## src/sv/jsu_pkg.sv

```systemverilog
// ----------------------------------------------------------------------------
// jsu_pkg - shared types and constants for the JSON string unescaper
// Beat payload structs, result kinds, error codes and the hex digit decode.
// ----------------------------------------------------------------------------
package jsu_pkg;

    // Input beat payload
    typedef struct packed {
        logic [7:0] in_byte;
        logic       end_of_input;
    } in_item_t;

    // Result beat payload
    typedef struct packed {
        logic [7:0] out_byte;
        logic [1:0] kind;
        logic [2:0] error_code;
        logic       last_of_run;
    } out_item_t;

    // Result kinds
    localparam logic [1:0] KIND_BYTE   = 2'd0;
    localparam logic [1:0] KIND_CLOSED = 2'd1;
    localparam logic [1:0] KIND_ERROR  = 2'd2;

    // Error codes
    localparam logic [2:0] ERR_NONE      = 3'd0;
    localparam logic [2:0] ERR_OPEN      = 3'd1;
    localparam logic [2:0] ERR_ESCAPE    = 3'd2;
    localparam logic [2:0] ERR_HEX       = 3'd3;
    localparam logic [2:0] ERR_NO_LOW    = 3'd4;
    localparam logic [2:0] ERR_LOW_RANGE = 3'd5;
    localparam logic [2:0] ERR_UNTERM    = 3'd6;

    // Character codes
    localparam logic [7:0] CH_DQUOTE = 8'h22;
    localparam logic [7:0] CH_SQUOTE = 8'h27;
    localparam logic [7:0] CH_BSLASH = 8'h5c;
    localparam logic [7:0] CH_SLASH  = 8'h2f;
    localparam logic [7:0] CH_LF     = 8'h0a;
    localparam logic [7:0] CH_CR     = 8'h0d;
    localparam logic [7:0] CH_LOW_B  = 8'h62;
    localparam logic [7:0] CH_LOW_F  = 8'h66;
    localparam logic [7:0] CH_LOW_N  = 8'h6e;
    localparam logic [7:0] CH_LOW_R  = 8'h72;
    localparam logic [7:0] CH_LOW_T  = 8'h74;
    localparam logic [7:0] CH_LOW_U  = 8'h75;

    // Code point limits
    localparam logic [15:0] CP_MAX_1BYTE = 16'h007f;
    localparam logic [15:0] CP_MAX_2BYTE = 16'h07ff;
    localparam logic [15:0] CP_HI_FIRST  = 16'hd800;
    localparam logic [15:0] CP_LO_FIRST  = 16'hdc00;
    localparam logic [15:0] CP_LO_LAST   = 16'hdfff;
    localparam logic [20:0] CP_SUPP_BASE = 21'h10000;

    // UTF-8 lead and continuation marks
    localparam logic [7:0] UTF_LEAD2 = 8'hc0;
    localparam logic [7:0] UTF_LEAD3 = 8'he0;
    localparam logic [7:0] UTF_LEAD4 = 8'hf0;
    localparam logic [7:0] UTF_CONT  = 8'h80;
    localparam logic [5:0] UTF_MASK  = 6'h3f;

    // Hex digit decode: bit 4 set means the byte is a valid digit
    function automatic logic [4:0] hex_digit(input logic [7:0] c);
        logic [4:0] r;
        begin
            r = 5'd0;
            if (c >= 8'h30 && c <= 8'h39)
            begin
                r = {1'b1, c[3:0]};
            end
            else if ((c >= 8'h61 && c <= 8'h66) || (c >= 8'h41 && c <= 8'h46))
            begin
                r = {1'b1, c[3:0] + 4'd9};
            end
            return r;
        end
    endfunction

endpackage

```

## src/sv/json_string_unescape.sv

```systemverilog
// Results: the first result of an input beat is offered in the cycle after it is taken.
// Throughput: one input beat per cycle while each beat yields at most one result
// and out_ready is held high; a beat that yields several results (up to four) holds
// the input until all but its last result are taken. A beat with no result holds nothing.
// Reset: rst_n clears the decoder to expect an opening quote and empties the
// result buffer.
// ----------------------------------------------------------------------------
// json_string_unescape - streaming JSON quoted-string decoder
// Decodes one byte per beat, expanding escapes and \u sequences to UTF-8.
// ----------------------------------------------------------------------------
module json_string_unescape
(
    input  logic               clk,
    input  logic               rst_n,
    input  logic               in_valid,
    output logic               in_ready,
    input  jsu_pkg::in_item_t  in_data,
    output logic               out_valid,
    input  logic               out_ready,
    output jsu_pkg::out_item_t out_data
);
    import jsu_pkg::*;

    typedef enum logic [9:0] {
        PH_OPEN   = 10'b0000000001,
        PH_BODY   = 10'b0000000010,
        PH_ESC    = 10'b0000000100,
        PH_CR     = 10'b0000001000,
        PH_HEX1   = 10'b0000010000,
        PH_SURBS  = 10'b0000100000,
        PH_SURU   = 10'b0001000000,
        PH_HEX2   = 10'b0010000000,
        PH_CLOSED = 10'b0100000000,
        PH_ERR    = 10'b1000000000
    } phase_t;

    typedef struct packed {
        logic [7:0] out_byte;
        logic [1:0] kind;
        logic [2:0] error_code;
    } res_t;

    // Decoder state
    phase_t      phase_reg, phase_next;
    logic        single_reg, single_next;
    logic [15:0] acc_reg, acc_next;
    logic [1:0]  digits_reg, digits_next;
    logic [9:0]  hs_reg, hs_next;

    // Result buffer
    res_t        res_reg [4];
    res_t        res_next [4];
    logic [2:0]  rem_reg;
    logic [1:0]  pos_reg;
    logic [2:0]  n_res;

    logic        in_fire;
    logic        out_fire;

    // Combinational decode helpers
    logic [7:0]  c;
    logic [7:0]  quote;
    logic [4:0]  hd;
    logic [15:0] v;
    logic [20:0] cp;

    assign in_fire  = in_valid && in_ready;
    assign out_fire = out_valid && out_ready;
    assign in_ready = (rem_reg == 3'd0) || ((rem_reg == 3'd1) && out_ready);

    assign c     = in_data.in_byte;
    assign quote = single_reg ? CH_SQUOTE : CH_DQUOTE;
    assign hd    = hex_digit(c);
    assign v     = {acc_reg[11:0], hd[3:0]};
    assign cp    = {1'b0, hs_reg, v[9:0]} + CP_SUPP_BASE;

    // One beat of decoding: next state and up to four results
    always_comb
    begin
        phase_next  = phase_reg;
        single_next = single_reg;
        acc_next    = acc_reg;
        digits_next = digits_reg;
        hs_next     = hs_reg;
        n_res       = 3'd0;
        for (int i = 0; i < 4; i++)
        begin
            res_next[i] = '{out_byte: 8'd0, kind: KIND_BYTE, error_code: ERR_NONE};
        end

        if (in_data.end_of_input)
        begin
            unique case (phase_reg)
                PH_OPEN:
                begin
                    res_next[0] = '{8'd0, KIND_ERROR, ERR_OPEN};
                    n_res       = 3'd1;
                end
                PH_BODY, PH_ESC, PH_CR, PH_HEX1, PH_SURBS, PH_SURU, PH_HEX2:
                begin
                    res_next[0] = '{8'd0, KIND_ERROR, ERR_UNTERM};
                    n_res       = 3'd1;
                end
                default:
                begin
                end
            endcase
            phase_next  = PH_OPEN;
            digits_next = 2'd0;
        end
        else
        begin
            unique case (phase_reg)
                PH_OPEN, PH_CLOSED:
                begin
                    if (c == CH_DQUOTE || c == CH_SQUOTE)
                    begin
                        single_next = (c == CH_SQUOTE);
                        phase_next  = PH_BODY;
                    end
                    else
                    begin
                        res_next[0] = '{8'd0, KIND_ERROR, ERR_OPEN};
                        n_res       = 3'd1;
                        phase_next  = PH_ERR;
                    end
                end
                PH_BODY, PH_CR:
                begin
                    if (phase_reg == PH_CR && c == CH_LF)
                    begin
                        phase_next = PH_BODY;
                    end
                    else if (c == CH_BSLASH)
                    begin
                        phase_next = PH_ESC;
                    end
                    else if (c == quote)
                    begin
                        res_next[0] = '{8'd0, KIND_CLOSED, ERR_NONE};
                        n_res       = 3'd1;
                        phase_next  = PH_CLOSED;
                    end
                    else
                    begin
                        res_next[0] = '{c, KIND_BYTE, ERR_NONE};
                        n_res       = 3'd1;
                        phase_next  = PH_BODY;
                    end
                end
                PH_ESC:
                begin
                    phase_next = PH_BODY;
                    n_res      = 3'd1;
                    case (c)
                        CH_LOW_B: res_next[0] = '{8'h08, KIND_BYTE, ERR_NONE};
                        CH_LOW_F: res_next[0] = '{8'h0c, KIND_BYTE, ERR_NONE};
                        CH_LOW_N: res_next[0] = '{8'h0a, KIND_BYTE, ERR_NONE};
                        CH_LOW_R: res_next[0] = '{8'h0d, KIND_BYTE, ERR_NONE};
                        CH_LOW_T: res_next[0] = '{8'h09, KIND_BYTE, ERR_NONE};
                        CH_BSLASH, CH_SLASH, CH_DQUOTE, CH_SQUOTE:
                            res_next[0] = '{c, KIND_BYTE, ERR_NONE};
                        CH_LF:
                        begin
                            n_res = 3'd0;
                        end
                        CH_CR:
                        begin
                            n_res      = 3'd0;
                            phase_next = PH_CR;
                        end
                        CH_LOW_U:
                        begin
                            n_res       = 3'd0;
                            acc_next    = 16'd0;
                            digits_next = 2'd0;
                            phase_next  = PH_HEX1;
                        end
                        default:
                        begin
                            res_next[0] = '{8'd0, KIND_ERROR, ERR_ESCAPE};
                            phase_next  = PH_ERR;
                        end
                    endcase
                end
                PH_HEX1, PH_HEX2:
                begin
                    if (!hd[4])
                    begin
                        res_next[0] = '{8'd0, KIND_ERROR, ERR_HEX};
                        n_res       = 3'd1;
                        phase_next  = PH_ERR;
                    end
                    else
                    begin
                        acc_next = v;
                        if (digits_reg != 2'd3)
                        begin
                            digits_next = digits_reg + 2'd1;
                        end
                        else
                        begin
                            digits_next = 2'd0;
                            if (phase_reg == PH_HEX1)
                            begin
                                // First code unit complete
                                phase_next = PH_BODY;
                                if (v <= CP_MAX_1BYTE)
                                begin
                                    res_next[0] = '{v[7:0], KIND_BYTE, ERR_NONE};
                                    n_res       = 3'd1;
                                end
                                else if (v <= CP_MAX_2BYTE)
                                begin
                                    res_next[0] = '{UTF_LEAD2 | {3'd0, v[10:6]},
                                                    KIND_BYTE, ERR_NONE};
                                    res_next[1] = '{UTF_CONT | {2'd0, v[5:0]},
                                                    KIND_BYTE, ERR_NONE};
                                    n_res       = 3'd2;
                                end
                                else if (v < CP_HI_FIRST || v >= CP_LO_FIRST)
                                begin
                                    res_next[0] = '{UTF_LEAD3 | {4'd0, v[15:12]},
                                                    KIND_BYTE, ERR_NONE};
                                    res_next[1] = '{UTF_CONT | {2'd0, v[11:6]},
                                                    KIND_BYTE, ERR_NONE};
                                    res_next[2] = '{UTF_CONT | {2'd0, v[5:0]},
                                                    KIND_BYTE, ERR_NONE};
                                    n_res       = 3'd3;
                                end
                                else
                                begin
                                    // High surrogate: wait for the low half
                                    hs_next    = v[9:0];
                                    phase_next = PH_SURBS;
                                end
                            end
                            else if (v < CP_LO_FIRST || v > CP_LO_LAST)
                            begin
                                res_next[0] = '{8'd0, KIND_ERROR, ERR_LOW_RANGE};
                                n_res       = 3'd1;
                                phase_next  = PH_ERR;
                            end
                            else
                            begin
                                // Surrogate pair complete: four-byte sequence
                                phase_next  = PH_BODY;
                                res_next[0] = '{UTF_LEAD4 | {5'd0, cp[20:18]},
                                                KIND_BYTE, ERR_NONE};
                                res_next[1] = '{UTF_CONT | {2'd0, cp[17:12] & UTF_MASK},
                                                KIND_BYTE, ERR_NONE};
                                res_next[2] = '{UTF_CONT | {2'd0, cp[11:6]},
                                                KIND_BYTE, ERR_NONE};
                                res_next[3] = '{UTF_CONT | {2'd0, cp[5:0]},
                                                KIND_BYTE, ERR_NONE};
                                n_res       = 3'd4;
                            end
                        end
                    end
                end
                PH_SURBS:
                begin
                    if (c == CH_BSLASH)
                    begin
                        phase_next = PH_SURU;
                    end
                    else
                    begin
                        res_next[0] = '{8'd0, KIND_ERROR, ERR_NO_LOW};
                        n_res       = 3'd1;
                        phase_next  = PH_ERR;
                    end
                end
                PH_SURU:
                begin
                    if (c == CH_LOW_U)
                    begin
                        acc_next    = 16'd0;
                        digits_next = 2'd0;
                        phase_next  = PH_HEX2;
                    end
                    else
                    begin
                        res_next[0] = '{8'd0, KIND_ERROR, ERR_NO_LOW};
                        n_res       = 3'd1;
                        phase_next  = PH_ERR;
                    end
                end
                default:
                begin
                    phase_next = PH_ERR;
                end
            endcase
        end
    end

    // Decoder state registers
    always_ff @(posedge clk or negedge rst_n)
    begin
        if (!rst_n)
        begin
            phase_reg  <= PH_OPEN;
            single_reg <= 1'b0;
            acc_reg    <= 16'd0;
            digits_reg <= 2'd0;
            hs_reg     <= 10'd0;
        end
        else if (in_fire)
        begin
            phase_reg  <= phase_next;
            single_reg <= single_next;
            acc_reg    <= acc_next;
            digits_reg <= digits_next;
            hs_reg     <= hs_next;
        end
    end

    // Result buffer control
    always_ff @(posedge clk or negedge rst_n)
    begin
        if (!rst_n)
        begin
            rem_reg <= 3'd0;
            pos_reg <= 2'd0;
        end
        else if (in_fire)
        begin
            rem_reg <= n_res;
            pos_reg <= 2'd0;
        end
        else if (out_fire)
        begin
            rem_reg <= rem_reg - 3'd1;
            pos_reg <= pos_reg + 2'd1;
        end
    end

    // Result buffer payload
    always_ff @(posedge clk)
    begin
        if (in_fire)
        begin
            for (int i = 0; i < 4; i++)
            begin
                res_reg[i] <= res_next[i];
            end
        end
    end

    // Output beat
    assign out_valid            = (rem_reg != 3'd0);
    assign out_data.out_byte    = res_reg[pos_reg].out_byte;
    assign out_data.kind        = res_reg[pos_reg].kind;
    assign out_data.error_code  = res_reg[pos_reg].error_code;
    assign out_data.last_of_run = (rem_reg == 3'd1);

endmodule
```

## config.mk

```make
export PLATFORM = sky130hd
export DESIGN_NAME = json_string_unescape
export DESIGN_NICKNAME = d
export VERILOG_FILES = /design/src/sv/jsu_pkg.sv /design/src/sv/json_string_unescape.sv
export SDC_FILE = /design/constraint.sdc
export NUM_CORES = 1
export LEC_CHECK = 0
export BUFFER_PORTS_ARGS = -buffer_cell sky130_fd_sc_hd__buf_2
export CORE_MARGIN = 1.5
export CORE_UTILIZATION = 61
export CTS_CLUSTER_DIAMETER = 100
export DETAILED_ROUTE_END_ITERATION = 8
export GPL_TIMING_DRIVEN = 0
export PLACE_DENSITY_LB_ADDON = 0.12
export SLEW_MARGIN = 20
export SYNTH_ARGS = -nofsm -noshare
export SYNTH_HDL_FRONTEND = slang
export SYNTH_SLANG_ARGS = --single-unit
```

## constraint.sdc

```tcl
create_clock -name clk -period 3.7 [get_ports clk]
set_input_delay 0.555 -clock clk [delete_from_list [all_inputs] [get_ports clk]]
set_output_delay 0.555 -clock clk [all_outputs]
set_load 0.05 [all_outputs]
```

==> run summary <==
Clock transition time at the flip-flop clock pins of the worst setup and hold paths -> 0.09 ns
Most frequent cells in the layout -> 70 x nand2_1, 39 x dfrtp_1, 38 x o21ai_0, 34 x edfxtp_1, 30 x buf_2
Final ANT Viol Nets -> 0
Crit-path max cell delay -> 0.51 ns
Switching pwr -> 1.075 mW
Flop pwr share -> 38.8%
First-pass DRT Iterations -> 6
Starting Density -> 64.24%
Setup WS pre-CTS -> -0.007507 ns
NumNets Final -> 554
Top_reg_cell synth -> dfrtp_1
Synth-to-layout area growth -> 9.672%
Final WL -> 13490 microns
Total Power -> 2.653 mW
Fraction of layout cells with a size suffix above 1 -> 15.27%
# hold bufs at CTS -> 0
DRT iter0 DRCs -> 527
Die width -> 91.10 microns
Ant. Diodes -> 0
Hold Crit Class -> input pin to async pin
Comb pwr share -> 36.5%
CTS tree -> yes
Sw Share -> 40.52%
Largest net degree at the start of global routing -> 42
FFs w/ async S/R, synth -> 54.05%
Clk_skew -> 0.01048 ns
Part of the power in the clock network -> 24.7%
Setup violators final -> 0
Via count -> 4388
Fin crit period -> 3.454 ns
Layout Cells excl Fill -> 636
Clock Path Buffers -> 2
Seq/Total Area, Yosys -> 42.73%
Cts bufs inserted -> 9
Core ar. -> 0.007370 sq mm
Crit Path Category -> input pin to flop
GRT overflow -> 0
Worst-path cell chain -> buf_2, inv_1, ha_1, or3b_2, and4_1, clkbuf_1, nor2_2, nor3_1, nand2_1, clkinv_1, a22o_1
Max cap viols -> 0
PostCTS Resize Cnt -> 0
H-tree Lvls -> 3
Port bufs -> 25
Syn nets -> 518
RSZ-0062 raised after global routing -> false
Final core occ -> 70.46%
Int Power -> 1.578 mW
Fin Setup TNS -> 0 ns
Final instance area -> 0.005192 sq mm
CP max stage cell -> or3b_2
Ports -> 29
WL per Instance -> 21.20 microns
Initial antenna violation count -> 0
Clk Latency, worst-skew pair -> 0.36 ns
Syn Area/Cell -> 9.545 sq um
Crit start category -> input pin
Dpl hpwl -> 9903 microns
Max Clk Rate -> 289.5 MHz
Clock root buffer -> clkbuf_8
CP required -> 3.80 ns
Die outline area -> 0.008299 sq mm
Die Y -> 91.10 microns
Crit path capture type -> flop
Slew HR -> 28.82%
Final WS setup -> 0.2462 ns
Slew @ Worst Pin -> 1.056 ns
FP Rows -> 31
Postcts setup bufs -> 0
DP Area -> 0.004991 sq mm
Final Max Slew Viols -> 0
LEAKAGE -> 1.997 nW
Max FFs per register -> 34
CP Launch Point -> in_data[1]
Dpl cells -> 620
CP max FO -> 10
Ys Warns -> 0
Number of global-route vias before repair -> 4091
Synth unique cells -> 77
Worst Path Arrival -> 3.56 ns
DR vias/cell -> 6.899
Crit Reg-Reg Startpoint -> phase_reg[6]
All-Layer GR Usage -> 33.60%
Worst hold slack -> 0.3565 ns
Status -> finished clean
Post-synthesis cell count -> 496
Power per Cell Area -> 510.9 mW/mm^2
DRC Markers -> 0
Peak supply drop -> 0.2574 mV
Flop-to-flop setup slack -> 0.47 ns
Placer Congestion -> 1.016
Final hold violations -> 0
Clock net sink count -> 74
First-pass GRT wire length -> 21650 microns
Number of synthesized flops with an enable pin -> 34
Post-route clock period utilization -> 93.35%
Synthesized cell area -> 0.004735 sq mm
Commonest non-fill, non-tap cell in the layout -> nand2_1
Seq cells post-synth -> 74
## final timing paths
path	to	cells after the start
worst max-delay path	res_reg[2][8]	11
worst min-delay path	phase_reg[9]	1
worst max register to register	res_reg[2][8]	7
worst min register to register	phase_reg[0]	2
max in group asynchronous	acc_reg[10]	1
min in group clk	phase_reg[0]	2
## cell families after synthesis
kind of cell	synth area share, %
and+or+nand+nor	22.62
AOI/OAI and AO/OA	20.11
DFF	42.73
buffers and inverters	4.202
muxes	6.290
xor gates and xnor gates	1.665
adders and majority gates	2.378
## per-layer routing
metal	part of all wire (%)	wire length, microns	up-vias	GRT usage, %
li1	-	-	1958	-
met5	0	0	-	0
met4	2.8	376	0	11.07
met3	9.4	1271	42	6.533
met2	46	6193	296	52.86
met1	42	5644	2092	46.73
## power groups by stage
| stage | Sequential, mW | Clock, mW | Combinational, mW |
|---|---|---|---|
| 2_1_floorplan | 1.03 | 0 | 0.754 |
| 3_3_place_gp | 1.04 | 0 | 0.931 |
| 3_5_place_dp | 1.05 | 0 | 0.962 |
| 4_1_cts | 1.03 | 0.653 | 0.964 |
| 5_1_grt | 1.04 | 0.694 | 1.04 |
| 6_report | 1.03 | 0.655 | 0.969 |
## cell usage after synthesis, types with 7 or more instances
cell / count / share of area, %
a22oi_1: 9 / 1.4
a22o_1: 9 / 1.7
edfxtp_1: 34 / 22
nor2b_1: 9 / 1.2
clkbuf_1: 19 / 1.5
nor4_1: 10 / 1.3
nor3_1: 12 / 1.3
mux4_2: 7 / 3.3
nand4_1: 7 / 0.92
inv_1: 12 / 0.95
nand3_1: 13 / 1.4
o21ai_0: 38 / 4.0
nor2_1: 28 / 2.2
dfrtp_1: 39 / 21
ha_1: 9 / 2.4
a21oi_1: 22 / 2.3
and3_1: 8 / 1.1
nand2_1: 70 / 5.5
and2_1: 10 / 1.3
## layout make-up
type	count	area [sq um]
Clock buffer	9	123.9
Fill cell	571	2177
Sequential cell	74	2023
Clock inverter	7	76.32
Multi-Input combinational cell	378	2520
Inverter	14	53.80
Tap cell	99	123.9
Buffer	30	146.4
Timing Repair Buffer	25	125.1
## worst max-delay path, delay by kind of cell
| family | cells | cell delay, ns |
|---|---|---|
| AND/OR/NAND/NOR | 5 | 1.55 |
| AO/OA/AOI/OAI | 1 | 0.33 |
| adder cells (fa/ha/maj) | 1 | 0.31 |
| buffers and inverters | 4 | 0.79 |
(Power assumes the default switching activity.)
